File: config.mk
export PLATFORM = sky130hd
export DESIGN_NAME = rc4ks_ctrl
export DESIGN_NICKNAME = d
export VERILOG_FILES = /design/src/hdl/rc4ks_pkg.sv /design/src/hdl/rc4ks_ctrl.sv
export SDC_FILE = /design/constraint.sdc
export NUM_CORES = 1
export LEC_CHECK = 0
export BUFFER_PORTS_ARGS = -buffer_cell sky130_fd_sc_hd__buf_4
export CAP_MARGIN = 20
export CORE_AREA = 2 2 39 41
export CTS_BUF_LIST = sky130_fd_sc_hd__clkbuf_8
export CTS_CLUSTER_SIZE = 25
export DETAILED_ROUTE_END_ITERATION = 16
export DIE_AREA = 0 0 41 43
export HOLD_SLACK_MARGIN = 0.15
export MAX_ROUTING_LAYER = met4
export PLACE_DENSITY = 0.66
export SYNTH_ARGS = -nofsm -noshare
export SYNTH_HDL_FRONTEND = slang
export SYNTH_SLANG_ARGS = --single-unit
File: constraint.sdc
create_clock -name clk_i -period 1.8 [get_ports clk_i]
set_input_delay 0 -clock clk_i [delete_from_list [all_inputs] [get_ports clk_i]]
set_output_delay 0 -clock clk_i [all_outputs]
set_load 0.01 [all_outputs]
File: src/hdl/rc4ks_pkg.sv
// ----------------------------------------------------------------------------
// rc4ks_pkg
// shared types for the rc4 keystream cipher: controller commands and
// datapath status
// ----------------------------------------------------------------------------
package rc4ks_pkg;

  localparam int unsigned ByteW   = 8;
  localparam int unsigned LenW    = 9;
  localparam logic        CmdKey  = 1'b0;
  localparam logic        CmdData = 1'b1;

  // one command bit per datapath operation
  typedef struct packed {
    logic capture;    // latch the input byte
    logic key_wr;     // store a key byte
    logic sch_start;  // clear schedule counters
    logic init_wr;    // identity fill, one entry
    logic sch_rd;     // schedule: read s[n] and key[k]
    logic sch_j;      // schedule: update j, read s[j]
    logic sch_w1;     // schedule: s[n] = s[j]
    logic sch_w2;     // schedule: s[j] = t, advance n and k
    logic dat_ri;     // data: advance i, read s[i]
    logic dat_rj;     // data: update j, read s[j]
    logic dat_w1;     // data: s[i] = tj, read s[ti + tj]
    logic dat_w2;     // data: s[j] = ti, load result
    logic nokey;      // load a no-key result
  } cmd_t;

  typedef struct packed {
    logic key_ready;
    logic n_last;
    logic out_free;
  } sts_t;

endpackage

File: src/hdl/rc4ks_ctrl.sv
// ----------------------------------------------------------------------------
// rc4ks_ctrl
// sequencer for key loading, key schedule and data bytes
// ----------------------------------------------------------------------------
module rc4ks_ctrl
  import rc4ks_pkg::*;
(
  input  logic clk_i,
  input  logic rst_ni,
  input  logic in_valid_i,
  input  logic command_i,
  input  logic last_key_byte_i,
  input  sts_t sts_i,
  output logic in_stall_o,
  output cmd_t cmd_o
);

  localparam logic [3:0] StIdle  = 4'd0;
  localparam logic [3:0] StInit  = 4'd1;
  localparam logic [3:0] StSRead = 4'd2;
  localparam logic [3:0] StSJ    = 4'd3;
  localparam logic [3:0] StSW1   = 4'd4;
  localparam logic [3:0] StSW2   = 4'd5;
  localparam logic [3:0] StDRJ   = 4'd6;
  localparam logic [3:0] StDW1   = 4'd7;
  localparam logic [3:0] StDW2   = 4'd8;
  localparam logic [3:0] StNoKey = 4'd9;

  logic [3:0] state_q, state_d;
  logic       accept;

  assign in_stall_o = (state_q != StIdle);
  assign accept     = in_valid_i && (state_q == StIdle);

  always_comb begin
    state_d = state_q;
    cmd_o   = '0;
    unique case (state_q)
      StIdle: begin
        if (accept) begin
          cmd_o.capture = 1'b1;
          if (command_i == CmdKey) begin
            cmd_o.key_wr = 1'b1;
            if (last_key_byte_i) begin
              cmd_o.sch_start = 1'b1;
              state_d         = StInit;
            end
          end else if (sts_i.key_ready) begin
            cmd_o.dat_ri = 1'b1;
            state_d      = StDRJ;
          end else begin
            state_d = StNoKey;
          end
        end
      end
      StInit: begin
        cmd_o.init_wr = 1'b1;
        if (sts_i.n_last) begin
          state_d = StSRead;
        end
      end
      StSRead: begin
        cmd_o.sch_rd = 1'b1;
        state_d      = StSJ;
      end
      StSJ: begin
        cmd_o.sch_j = 1'b1;
        state_d     = StSW1;
      end
      StSW1: begin
        cmd_o.sch_w1 = 1'b1;
        state_d      = StSW2;
      end
      StSW2: begin
        cmd_o.sch_w2 = 1'b1;
        state_d      = sts_i.n_last ? StIdle : StSRead;
      end
      StDRJ: begin
        cmd_o.dat_rj = 1'b1;
        state_d      = StDW1;
      end
      StDW1: begin
        cmd_o.dat_w1 = 1'b1;
        state_d      = StDW2;
      end
      StDW2: begin
        if (sts_i.out_free) begin
          cmd_o.dat_w2 = 1'b1;
          state_d      = StIdle;
        end
      end
      StNoKey: begin
        if (sts_i.out_free) begin
          cmd_o.nokey = 1'b1;
          state_d     = StIdle;
        end
      end
      default: begin
        state_d = StIdle;
      end
    endcase
  end

  always_ff @(posedge clk_i or negedge rst_ni) begin
    if (!rst_ni) begin
      state_q <= StIdle;
    end else begin
      state_q <= state_d;
    end
  end

endmodule

-- Word level (Yosys, flattened, before mapping)
Index checks and enable logic that the tools add are counted.
- equal/unequal tests: 13
- muxes and demuxes: 26
- reductions and logical operators: 5
- operator list (kind ; count):
    $pmux W4 S9 ; 1
    $mux W4 ; 6
    $eq A4 B3 Y1 const B ; 4
    $mux W1 ; 15
    $eq A4 B2 Y1 const B ; 2
    $eq A4 B4 Y1 const B ; 2
    $mux W3 ; 2
    $eq A4 B1 Y1 const B ; 1
    $logic_not A4 Y1 ; 1
    $mux W2 ; 2
    $ne A2 B2 Y1 const B ; 2
    $reduce_and A4 Y1 ; 1
    $reduce_bool A4 Y1 ; 1
    $ne A3 B3 Y1 const B ; 1
    $ne A2 B1 Y1 const B ; 1
    $reduce_or A2 Y1 ; 1
    $logic_and A1 B1 Y1 ; 1
- flip-flop bits (word level): 4
- output and inout port bits: 14
- logic and storage cells: 45

-- Longest topological paths before layout
- depth in word-level cells: 4
- gate-level depth with buffers: 4
- mapped depth without buffers: 3

-- Worst setup path after synthesis
OpenSTA, ideal clock, no wires.
- path type: flip-flop to output port
- start point: register state_q[0]
- end point: output cmd_o[10] (netlist name)
- arrival time: 1.316 ns
- path slack: 0.484 ns
- stages on the path, launching flop included: 5
- path buffers: 1
- cell sequence: dfrtp_1 buf_6 nor4_4 nand2_2 nor3b_1
- RTL lines (item ; line ; source):
    start, declared ; rc4ks_ctrl.sv:29 ; logic [3:0] state_q, state_d;
    start signal, assigned ; rc4ks_ctrl.sv:106 ; state_q <= StIdle;
    start signal, assigned ; rc4ks_ctrl.sv:108 ; state_q <= state_d;
    end, declared ; rc4ks_ctrl.sv:15 ; output cmd_t cmd_o

==> impl_metrics.json <==
{
  "min_path_type": "in -> reg",
  "place_ws_ns": 0.327,
  "synthCells": 50,
  "gr-total-overflow": 0,
  "timing.fmax_ghz": 0.595,
  "fin_crit_sh": 0.934,
  "vias": 465,
  "synth_ff_type": "dfrtp_1",
  "root_buffer": "clkbuf_8",
  "grt_pass1_vias": 428,
  "ys_ff_latch": 4,
  "layout_common_cells": "buf_4, nor2_1, nor3_1, dlygate4sd3_1, dfrtp_1",
  "slew_headroom": 0.735,
  "coreArea_um2": 1380,
  "place_congestion": 0.796,
  "async_reset_ff_frac": 1.00,
  "first_pass_iters": 4,
  "crit_path_end_kind": "output port",
  "drt-wirelength-per-cell_um": 12.3,
  "crit_type": "reg -> out",
  "cts_tree": "yes",
  "cpMaxStageDelayCell": "dfrtp_1",
  "antenna_found_initial": 0,
  "routed-wl-met2_um": 529,
  "max_slew.worst_pin.slew_ns": 0.398,
  "rsz0062_at_grt": "false",
  "cts-htree-levels": 1,
  "die_h_um": 43,
  "syn_area_um2": 414,
  "drv_cap": 0,
  "grt_use_total": 0.150,
  "regMostFlops": "state_q",
  "top_level_ports": 22,
  "path_max_fanout": 9,
  "hold_viol_final": 0,
  "crit_chain": "nor4_4, nand2_2, nor3b_1, buf_4",
  "critPathLaunchType": "flip-flop",
  "setup_viol": 0,
  "syn_nets": 58,
  "ir_drop_mv": 0.455,
  "fin_crit_ns": 1.68,
  "r2r_setup_slack_ns": 0.35,
  "drc": 0,
  "synth_edf_count": 0,
  "critical-path-max-stage-delay_ns": 0.50,
  "tns_ns": 0,
  "grt_start_max_net_pins": 13,
  "vias_per_cell": 5.00,
  "p_leak_nw": 0.318,
  "arrival_ns": 1.68,
  "n_fill_cell": 141,
  "layout_commonest_cell": "buf_4",
  "clk_path_buf_depth": 2,
  "cts_sinks": 4,
  "start_util": 0.299,
  "yosysSeqAreaShare": 0.242,
  "fin_skew_ns": 0.00250,
  "numCtsBuffers": 3,
  "drt-initial-drc-count": 4,
  "routed_wl_mm": 1.15,
  "path_clk_slew_ns": 0.03,
  "wl_met3_um": 80,
  "post_cts_resized": 0,
  "die_w_um": 41,
  "antenna_cells": 0,
  "nNetsFinal": 87,
  "largest_reg_flops": 4,
  "highest_layer": "met3",
  "wl_met1_um": 538,
  "area_growth_pct": 60.7,
  "slew_violations": 0,
  "drive_above_1_share": 0.429,
  "finalPower_uw": 935,
  "synth_cell_types": 28,
  "die-area_um2": 1760,
  "fin_ws_ns": 0.119,
  "place.port_buffers": 21,
  "top_regs": "state_q x4",
  "place_hpwl_um": 810,
  "status": "complete, no violations",
  "power.density_nw_per_um2": 1410,
  "rows": 14,
  "antenna_left": 0,
  "avgSynthCellArea_um2": 8.28,
  "synth_warnings": 0,
  "grt_pass1_wl_mm": 1.81,
  "worstPathRequired_ns": 1.80,
  "insertion_delay_ns": 0.21
}
## what timing repair did
item | 4_1_cts | 5_1_grt
setup endpoints to repair | 0 | 1
endpoints found under the hold margin | 5 | 0
hold buffers | 5 | 0
buffers inserted | 0 | 2
## area by class of cell
class / instances / area [um2] / share of cell area
well taps: 16 / 20.0 / 0.0301
inverters: 2 / 7.51 / 0.0113
multi-input cells: 40 / 274 / 0.412
flip-flops and latches: 4 / 100 / 0.150
clock buffers: 3 / 41.3 / 0.0620
repair buffers: 28 / 223 / 0.335
## path summary, 6_finish.rpt
check,start,to,depth (start not counted)
setup / recovery,state_q[1],cmd_o[10],4
max in group asynchronous,rst_ni,state_q[3],3
setup reg to reg,state_q[0],state_q[3],3
min in group asynchronous,rst_ni,state_q[2],3
hold reg to reg,state_q[3],state_q[2],1
hold / removal,in_valid_i,state_q[3],4
## logic make-up (layout without fill, tap and decap cells)
logic type,Yosys count,after routing,synth area share
AOI/OAI and AO/OA,10,10,0.199
buffers and inverters,6,33,0.0967
DFF,4,4,0.242
and+or+nand+nor,30,30,0.462
## metrics by stage
| step | hold WS, ns | cells | instance area, um2 | utilization |
|---|---|---|---|---|
| finish | 0.238 | 93 | 666 | 0.481 |
| global route | 0.265 | 93 | 666 | 0.481 |
| CTS | 0.231 | 91 | 651 | 0.470 |
| detailed placement | -0.202 | 83 | 559 | 0.404 |
| global placement | -0.202 | 83 | 559 | 0.404 |
| floorplan | -0.296 | 50 | 414 | - |
## synthesized netlist by cell type (all sizes together), types with 2 or more instances
cell type,instances,share of area
dfrtp,4,0.24
nand2,4,0.042
nand2b,3,0.045
nor3,6,0.085
a21o,2,0.036
buf,4,0.079
nor3b,2,0.036
nor2,7,0.063
inv,2,0.018
## power by group
part	internal, mW	total [mW]	switching [mW]
clock	0.142	0.183	0.0413
combinational	0.284	0.514	0.230
sequential	0.125	0.238	0.113
## critical path: cells and delay by family, from the launching register on
kind / cells / cell delay, ns
buffers and inverters: 1 / 0.15
flip-flops: 1 / 0.50
AND/OR/NAND/NOR: 3 / 0.81
## layer usage
metal	vias to the layer above	GRT usage
met2	23	0.228
met4	0	0.0400
met1	209	0.196
li1	233	-
met5	-	-
met3	0	0.0314
Note: power is estimated with default switching activity, not from simulation.
