[src/hdl/rc4ks_pkg.sv]
// ----------------------------------------------------------------------------
// rc4ks_pkg
// shared types for the rc4 keystream cipher: controller commands and
// datapath status
// ----------------------------------------------------------------------------
package rc4ks_pkg;

  localparam int unsigned ByteW   = 8;
  localparam int unsigned LenW    = 9;
  localparam logic        CmdKey  = 1'b0;
  localparam logic        CmdData = 1'b1;

  // one command bit per datapath operation
  typedef struct packed {
    logic capture;    // latch the input byte
    logic key_wr;     // store a key byte
    logic sch_start;  // clear schedule counters
    logic init_wr;    // identity fill, one entry
    logic sch_rd;     // schedule: read s[n] and key[k]
    logic sch_j;      // schedule: update j, read s[j]
    logic sch_w1;     // schedule: s[n] = s[j]
    logic sch_w2;     // schedule: s[j] = t, advance n and k
    logic dat_ri;     // data: advance i, read s[i]
    logic dat_rj;     // data: update j, read s[j]
    logic dat_w1;     // data: s[i] = tj, read s[ti + tj]
    logic dat_w2;     // data: s[j] = ti, load result
    logic nokey;      // load a no-key result
  } cmd_t;

  typedef struct packed {
    logic key_ready;
    logic n_last;
    logic out_free;
  } sts_t;

endpackage

[src/hdl/rc4ks_datapath.sv]
// ----------------------------------------------------------------------------
// rc4ks_datapath
// permutation memory, key store, indices and output register
// ----------------------------------------------------------------------------
module rc4ks_datapath
  import rc4ks_pkg::*;
#(
  parameter int unsigned MAX_KEY_BYTES = 256
) (
  input  logic             clk_i,
  input  logic             rst_ni,
  input  cmd_t             cmd_i,
  input  logic [ByteW-1:0] byte_in_i,
  input  logic             out_stall_i,
  output sts_t             sts_o,
  output logic             out_valid_o,
  output logic [ByteW-1:0] byte_out_o,
  output logic             no_key_o
);

  localparam int unsigned KeyAw  = (MAX_KEY_BYTES > 1) ? $clog2(MAX_KEY_BYTES) : 1;
  localparam logic [LenW-1:0] MaxLen = LenW'(MAX_KEY_BYTES);

  logic [ByteW-1:0] perm_mem [256];
  logic [ByteW-1:0] key_mem  [MAX_KEY_BYTES];

  logic [ByteW-1:0] perm_rd_q, key_rd_q;
  logic [ByteW-1:0] byte_q, t_q, tj_q, a_q;
  logic [ByteW-1:0] i_q, j_q, n_q;
  logic [KeyAw-1:0] k_q;
  logic [LenW-1:0]  key_len_q;
  logic             key_ready_q, key_loading_q;
  logic             out_valid_q, no_key_q;
  logic [ByteW-1:0] byte_out_q;

  logic             perm_we, perm_re;
  logic [ByteW-1:0] perm_wa, perm_wd, perm_ra;
  logic [LenW-1:0]  len_base, len_eff;
  logic             key_store_en;
  logic [ByteW-1:0] j_sch, j_dat, ks_byte;

  assign len_base     = key_loading_q ? key_len_q : '0;
  assign key_store_en = cmd_i.key_wr && (len_base < MaxLen);
  assign len_eff      = (key_len_q == '0) ? LenW'(1) : key_len_q;

  assign j_sch = j_q + key_rd_q + perm_rd_q;
  assign j_dat = j_q + perm_rd_q;

  // single write port, single read port on the permutation
  always_comb begin
    perm_we = 1'b0;
    perm_wa = n_q;
    perm_wd = n_q;
    perm_re = 1'b0;
    perm_ra = n_q;
    if (cmd_i.init_wr) begin
      perm_we = 1'b1;
    end else if (cmd_i.sch_rd) begin
      perm_re = 1'b1;
    end else if (cmd_i.sch_j) begin
      perm_re = 1'b1;
      perm_ra = j_sch;
    end else if (cmd_i.sch_w1) begin
      perm_we = 1'b1;
      perm_wd = perm_rd_q;
    end else if (cmd_i.sch_w2) begin
      perm_we = 1'b1;
      perm_wa = j_q;
      perm_wd = t_q;
    end else if (cmd_i.dat_ri) begin
      perm_re = 1'b1;
      perm_ra = i_q + ByteW'(1);
    end else if (cmd_i.dat_rj) begin
      perm_re = 1'b1;
      perm_ra = j_dat;
    end else if (cmd_i.dat_w1) begin
      perm_we = 1'b1;
      perm_wa = i_q;
      perm_wd = perm_rd_q;
      perm_re = 1'b1;
      perm_ra = t_q + perm_rd_q;
    end else if (cmd_i.dat_w2) begin
      perm_we = 1'b1;
      perm_wa = j_q;
      perm_wd = t_q;
    end
  end

  always_ff @(posedge clk_i) begin
    if (perm_we) begin
      perm_mem[perm_wa] <= perm_wd;
    end
    if (perm_re) begin
      perm_rd_q <= perm_mem[perm_ra];
    end
  end

  always_ff @(posedge clk_i) begin
    if (key_store_en) begin
      key_mem[len_base[KeyAw-1:0]] <= byte_in_i;
    end
    if (cmd_i.sch_rd) begin
      key_rd_q <= key_mem[k_q];
    end
  end

  // value of s[ti + tj] after the swap: read came before both writes landed
  always_comb begin
    if (a_q == j_q) begin
      ks_byte = t_q;
    end else if (a_q == i_q) begin
      ks_byte = tj_q;
    end else begin
      ks_byte = perm_rd_q;
    end
  end

  always_ff @(posedge clk_i) begin
    if (cmd_i.capture) begin
      byte_q <= byte_in_i;
    end
    if (cmd_i.sch_j || cmd_i.dat_rj) begin
      t_q <= perm_rd_q;
    end
    if (cmd_i.dat_w1) begin
      tj_q <= perm_rd_q;
      a_q  <= t_q + perm_rd_q;
    end
    if (cmd_i.dat_w2 || cmd_i.nokey) begin
      byte_out_q <= cmd_i.nokey ? '0 : (ks_byte ^ byte_q);
      no_key_q   <= cmd_i.nokey;
    end
  end

  always_ff @(posedge clk_i or negedge rst_ni) begin
    if (!rst_ni) begin
      i_q           <= '0;
      j_q           <= '0;
      n_q           <= '0;
      k_q           <= '0;
      key_len_q     <= '0;
      key_ready_q   <= 1'b0;
      key_loading_q <= 1'b0;
      out_valid_q   <= 1'b0;
    end else begin
      if (cmd_i.key_wr) begin
        key_loading_q <= 1'b1;
        key_len_q     <= key_store_en ? (len_base + LenW'(1)) : len_base;
      end
      if (cmd_i.sch_start) begin
        n_q <= '0;
        j_q <= '0;
        k_q <= '0;
      end
      if (cmd_i.init_wr) begin
        n_q <= n_q + ByteW'(1);
      end
      if (cmd_i.sch_j) begin
        j_q <= j_sch;
      end
      if (cmd_i.sch_w2) begin
        n_q <= n_q + ByteW'(1);
        if ((LenW'(k_q) + LenW'(1)) >= len_eff) begin
          k_q <= '0;
        end else begin
          k_q <= k_q + KeyAw'(1);
        end
        if (n_q == '1) begin
          i_q           <= '0;
          j_q           <= '0;
          key_ready_q   <= 1'b1;
          key_loading_q <= 1'b0;
        end
      end
      if (cmd_i.dat_ri) begin
        i_q <= i_q + ByteW'(1);
      end
      if (cmd_i.dat_rj) begin
        j_q <= j_dat;
      end
      if (cmd_i.dat_w2 || cmd_i.nokey) begin
        out_valid_q <= 1'b1;
      end else if (!out_stall_i) begin
        out_valid_q <= 1'b0;
      end
    end
  end

  assign sts_o.key_ready = key_ready_q;
  assign sts_o.n_last    = (n_q == '1);
  assign sts_o.out_free  = !out_valid_q || !out_stall_i;

  assign out_valid_o = out_valid_q;
  assign byte_out_o  = byte_out_q;
  assign no_key_o    = no_key_q;

endmodule
[config.mk]
export PLATFORM = sky130hd
export DESIGN_NAME = rc4ks_datapath
export DESIGN_NICKNAME = d
export VERILOG_FILES = /design/src/hdl/rc4ks_pkg.sv /design/src/hdl/rc4ks_datapath.sv
export SDC_FILE = /design/constraint.sdc
export NUM_CORES = 2
export LEC_CHECK = 0
export BUFFER_PORTS_ARGS = -buffer_cell sky130_fd_sc_hd__clkbuf_2
export CORE_AREA = 2 2 521 652
export CTS_CLUSTER_DIAMETER = 200
export DETAILED_ROUTE_END_ITERATION = 16
export DIE_AREA = 0 0 523 654
export HOLD_SLACK_MARGIN = 0.15
export RECOVER_POWER = 25
export SLEW_MARGIN = 0
export SYNTH_ARGS = -nofsm -noshare
export SYNTH_HDL_FRONTEND = slang
export SYNTH_SLANG_ARGS = --single-unit
[constraint.sdc]
create_clock -name clk_i -period 18.45 [get_ports clk_i]
set_input_delay 2.7675 -clock clk_i [delete_from_list [all_inputs] [get_ports clk_i]]
set_output_delay 2.7675 -clock clk_i [all_outputs]
set_load 0.05 [all_outputs]
# Word-level counts from Yosys, hierarchy flattened
# Memory sizes are Yosys's and may differ from the RTL's. A register that Yosys moved wholly into a read port is not among the register bits.
# Index checks and enable logic that the tools add are counted.
# totals
reg_bits,85
mem_bits_rw,4096
inputBits,24
word_cells,115
memories,2
# op_classes
n_addsub,9
n_lt_le_gt_ge,2
eq_ne,4
muxes,70
bitwise_logic,1
reduce_logical,13
# memory_table
memory,words,word_bits,rd,rd_clocked_by_memory_dff,wr,line_no,source
key_mem,256,8,1,1,1,rc4ks_datapath.sv:25,logic [ByteW-1:0] key_mem [MAX_KEY_BYTES];
perm_mem,256,8,1,1,1,rc4ks_datapath.sv:24,logic [ByteW-1:0] perm_mem [256];
# op_table
cell,count
two-way mux 8 bit,41
adder 8 bit,4
two-way mux 9 bit,3
two-way mux 1 bit,26
"adder 8 x 1 -> 8 bit, second input constant",3
equality test 8 bit,2
"adder 8 x 1 -> 9 bit, second input constant",1
"adder 9 x 1 -> 9 bit, second input constant",1
>= comparator 9 bit,1
logical NOT 9 bit,1
"< comparator 9 bit, second input constant",1
"equality test 8 bit, second input constant",1
XOR 8 bit,1
nonzero test 2 bit,3
AND reduction 2 bit,2
logical OR 1 bit,3
nonzero test 3 bit,1
logical NOT 1 bit,2
"!= test 2 x 1 -> 1 bit, second input constant",1
logical AND 1 bit,1

# Logic depth before layout (Yosys ltp)
# logic_depth
depth_word,11
depth_mapped,17

# Worst setup path before layout
# Ideal clock, no wire load.
# synth_path
path_type,input -> register
from,input port cmd_i[3] (netlist bit)
to,"memory perm_mem[0][0], data pin"
t_arrival_ns,14.059
t_required_ns,16.263
path_slack_ns,2.204
cell_stages,12
n_path_buf,4
cell_sequence,buf_4 -> buf_2 -> clkbuf_1 -> or2_2 -> clkbuf_1 -> a21oi_1 -> a21oi_1 -> nor2_1 -> a21oi_1 -> nor2_1 -> a21oi_1 -> o21ai_0
# synth_between
elab_chain_cells,7
# synth_rtl
element,line_no,source
"start, declared",rc4ks_datapath.sv:12,"input cmd_t cmd_i,"
two-way mux 8 bit,rc4ks_datapath.sv:73,end else if (cmd_i.dat_rj) begin
two-way mux 8 bit,rc4ks_datapath.sv:70,end else if (cmd_i.dat_ri) begin
two-way mux 8 bit,rc4ks_datapath.sv:66,end else if (cmd_i.sch_w2) begin
two-way mux 8 bit,rc4ks_datapath.sv:63,end else if (cmd_i.sch_w1) begin
two-way mux 8 bit,rc4ks_datapath.sv:60,end else if (cmd_i.sch_j) begin
two-way mux 8 bit,rc4ks_datapath.sv:58,end else if (cmd_i.sch_rd) begin
two-way mux 8 bit,rc4ks_datapath.sv:56,if (cmd_i.init_wr) begin
via perm_wd[0],rc4ks_datapath.sv:37,"logic [ByteW-1:0] perm_wa, perm_wd, perm_ra;"
"end, declared",rc4ks_datapath.sv:24,
# The timed path passes the listed nets, and every way through them passes these cells.

# Worst setup path in the final report
# layout_path
from,input port cmd_i[2] (netlist bit)
to,"register perm_rd_q[4], read port of perm_mem, data pin"
# layout_between
elab_chain_cells,8
elab_cells_between_ends,16
# layout_rtl
element,line_no,source
two-way mux 8 bit / two-way mux 1 bit (equally long branches),rc4ks_datapath.sv:76,end else if (cmd_i.dat_w1) begin
two-way mux 8 bit / two-way mux 1 bit (equally long branches),rc4ks_datapath.sv:73,
two-way mux 8 bit / two-way mux 1 bit (equally long branches),rc4ks_datapath.sv:70,
two-way mux 8 bit / two-way mux 1 bit (equally long branches),rc4ks_datapath.sv:66,
two-way mux 8 bit / two-way mux 1 bit (equally long branches),rc4ks_datapath.sv:63,
two-way mux 8 bit / two-way mux 1 bit (equally long branches),rc4ks_datapath.sv:60,
two-way mux 8 bit / two-way mux 1 bit (equally long branches),rc4ks_datapath.sv:58,
two-way mux 8 bit / two-way mux 1 bit (equally long branches),rc4ks_datapath.sv:56,
"end, declared",rc4ks_datapath.sv:27,"logic [ByteW-1:0] perm_rd_q, key_rd_q;"
# Several ways; a longest one is shown, not always the timed one.
# A chain may end at the register's enable or synchronous reset.

==> results_dict.tcl <==
set metrics [dict create \
    status "complete, but fails checks" \
    violations "max-capacitance violations, max-slew violations" \
    yosys.area_share.xor_xnor_pct 0.267 \
    power.switching_uw 8850 \
    clk_latency_ns 0.97 \
    path_clk_slew_ns 0.06 \
    r2r-start "perm_rd_q[1]" \
    cp_common_cell "buf_4" \
    rsz0062_at_grt "false" \
    cts-buffers-inserted 404 \
    die_h_um 654 \
    yosysUniqueCellTypes 90 \
    ir_worst_vdd_mv 0.149 \
    tightest_slew_ns 6.57 \
    grt_pass1_vias 88500 \
    min_period_ns 10.0 \
    max_stage_delay_ns 1.92 \
    p_int_uw 18300 \
    total_power_uw 27100 \
    grt.total_usage_pct 25.7 \
    timing.rr.end "perm_rd_q[4]" \
    grt_overflow 0 \
    worstHoldEndpoint "out_valid_o" \
    final_cell_mix "edfxtp_1 (4153), nand2_1 (1188), mux4_2 (737)" \
    synth.mux.area_fraction_pct 12.3 \
    gp_congestion 0.881 \
    mostFrequentLayoutCell "edfxtp_1" \
    antenna_found_initial 19 \
    skew_ns 0.0330 \
    synth_fp_nets 9564 \
    fin_util_pct 55.1 \
    p_leak_uw 0.0582 \
    cts_resized 0 \
    drt_drc_violations_left 0 \
    clock-sinks 4197 \
    avgRoutedWirePerCell_um 31.0 \
    initial_core_util_pct 49.8 \
    crit_buf_inv 4 \
    cts_root_buf "clkbuf_16" \
    crit_path_end_kind "flop" \
    synthAdderAreaFrac_pct 0.389 \
    drive_gt1_share_pct 15.8 \
    synthFlopType "edfxtp_1" \
    grt_start_max_net_pins 207 \
    setup_violations 0 \
    synth_simple_gate_area_share_pct 6.24 \
    cts-hold-fix-buffers 0 \
    tns_ns 0 \
    cts_max_level 5 \
    rows 238 \
    vias 88600 \
    crit_slowest_cell "clkbuf_1" \
    seq_area_frac_synth_pct 75.3 \
    place_area_mm2 0.172 \
    r2r.worst_path.cells 15 \
    crit_type "in2reg" \
    slew_headroom_pct -338 \
    nets 9555 \
    synthArstFlopShare_pct 1.05 \
    dp_hpwl_um 264000 \
    pwr-share-clk_pct 30.8 \
    switching_share_pct 32.6 \
    first_pass_iters 8 \
    min_from "out_valid_o" \
    vias_per_cell 6.20 \
    core_mm2 0.336 \
    combPwrFrac_pct 28.2 \
    arrival_ns 10.66 \
    synth-edff-count 4153 \
    maxCapViolations 27 \
    drt-initial-drc-count 9981 \
    cts_max_path_buffers 4 \
    pwr_density_cell_mw_per_mm2 147 \
    die-area_mm2 0.342 \
    cts_tree "yes" \
    synth_area_mm2 0.167 \
    final_max_slew_viol_count 1780 \
    ys_seq_elements 4197 \
    fmax_mhz 100 \
    avgSynthCellArea_um2 17.6 \
    p_seq_share_pct 41.0 \
    grt_pass1_wl_um 636000 \
    syn-instance-count 9494 \
    antenna_left 0 \
    ys_warn_count 0 \
    hold_violations 0 \
    numPortBuffers 36 \
    holdPathStages 2 \
    syn_to_final_growth_pct 10.6 \
    crit_family "buffers and inverters" \
    crit_chain "clkbuf_2 > clkbuf_1 > nor2b_1 > a221oi_1 > o221ai_4 > buf_4 > buf_4 > mux2i_1 > o22ai_1 > o311ai_0 > o211ai_1 > a311oi_1 > nor3b_2" \
    rrSetupSlack_ns 10.76 \
    synth_top_family_by_area "multiplexers" \
    whs_ns 0.534 \
    synth_compound_area_share_pct 3.81 \
    cts_setup_buffers 0 \
    cp-start-kind "primary input" \
    io_pins 37 \
    die_w_um 523 \
    final_area_mm2 0.185 \
    drt_wl_total_um 442000 \
    hold_class "reg2reg" \
    critPathMaxFanout 55 \
    cp.required_ns 19.11 \
    period_share_pct 54.2 \
]
-- cells by family (layout without fill, tap and decap cells) --
family,after synthesis,count (layout)
buf+inv,622,955
simple gates,2467,2467
mux,1126,1126
xor+xnor,51,51
compound gates,985,985
fa+ha+maj,46,46
other cells,0,12
flops,4197,4197
-- layout make-up --
class | instances | area [um2]
Fill cell | 25700 | 151000
Sequential cell | 4197 | 126000
Antenna cell | 12 | 30.0
Clock inverter | 252 | 2590
Tap cell | 4440 | 5560
Clock buffer | 496 | 10700
Timing Repair Buffer | 183 | 1400
Multi-Input combinational cell | 4675 | 38700
Inverter | 24 | 90.1
-- worst reg2reg max path, stage by stage, from the launching register on --
cell and delay [ns]:
edfxtp_1 0.33, clkbuf_1 0.84, fa_1 0.58, ha_1 0.23, fa_1 0.61, nand2_1 0.09, mux2_2 0.33, o221ai_4 0.18
buf_4 0.67, buf_4 0.86, mux2i_1 0.31, o22ai_1 0.10, o311ai_0 0.51, o211ai_1 0.37, a311oi_1 1.27, nor3b_2 0.11
-- power by group through the flow --
stage,registers (uW),clock network [uW],logic (uW)
global route,11200,8810,8060
CTS,11100,8450,7680
detailed placement,11300,0,7660
global placement,11300,0,7590
finish,11100,8360,7650
floorplan,11400,0,4930
-- routing by layer --
metal	vias up	global-route usage (%)	routed length (um)
met2	3683	43.7	225000
met4	4	11.4	21000
met1	46400	33.1	167000
li1	37600	-	-
met3	816	3.44	29700
met5	-	0	26
-- stage by stage --
stage	worst slack, ns	std cells
3_5_place_dp	9.19	13500
4_1_cts	10.22	14300
6_report	8.45	14300
2_1_floorplan	2.20	9494
3_3_place_gp	8.93	13500
5_1_grt	7.99	14300
-- worst max path at each step --
| stage | cells past startpoint | endpoint | start |
|---|---|---|---|
| detailed placement | 14 | perm_rd_q[1] | cmd_i[5] |
| finish | 13 | perm_rd_q[4] | cmd_i[2] |
| global placement | 12 | perm_rd_q[6] | cmd_i[3] |
| floorplan | 12 | perm_mem[0][0] | cmd_i[3] |
| global route | 3 | key_mem[13][6] | byte_in_i[6] |
| CTS | 14 | perm_rd_q[1] | cmd_i[5] |
-- synthesized netlist by cell type (all sizes together) (18+ instances only) --
cell type     n  area share (%)
ha           36            0.27
nor2        612             1.4
xnor2        22            0.12
nand2      1202             2.7
inv          22           0.049
dfrtp        44            0.66
xor2         29            0.15
a22oi       100            0.45
a221oi       36            0.19
edfxtp     4153              75
and3         33            0.12
o311ai       22            0.12
o221ai       18            0.10
o2111ai      29            0.15
mux4        737             9.9
o21ai       134            0.40
nand4        36            0.13
mux2i       384             2.3
nand3       436             1.3
o22ai       109            0.41
nor3         42            0.13
a32oi        31            0.16
buf         310             1.0
nor4         18           0.071
a31oi        43            0.16
a21oi       340             1.0
clkbuf      288            0.65
No activity file was read; power rests on OpenSTA's default activity.
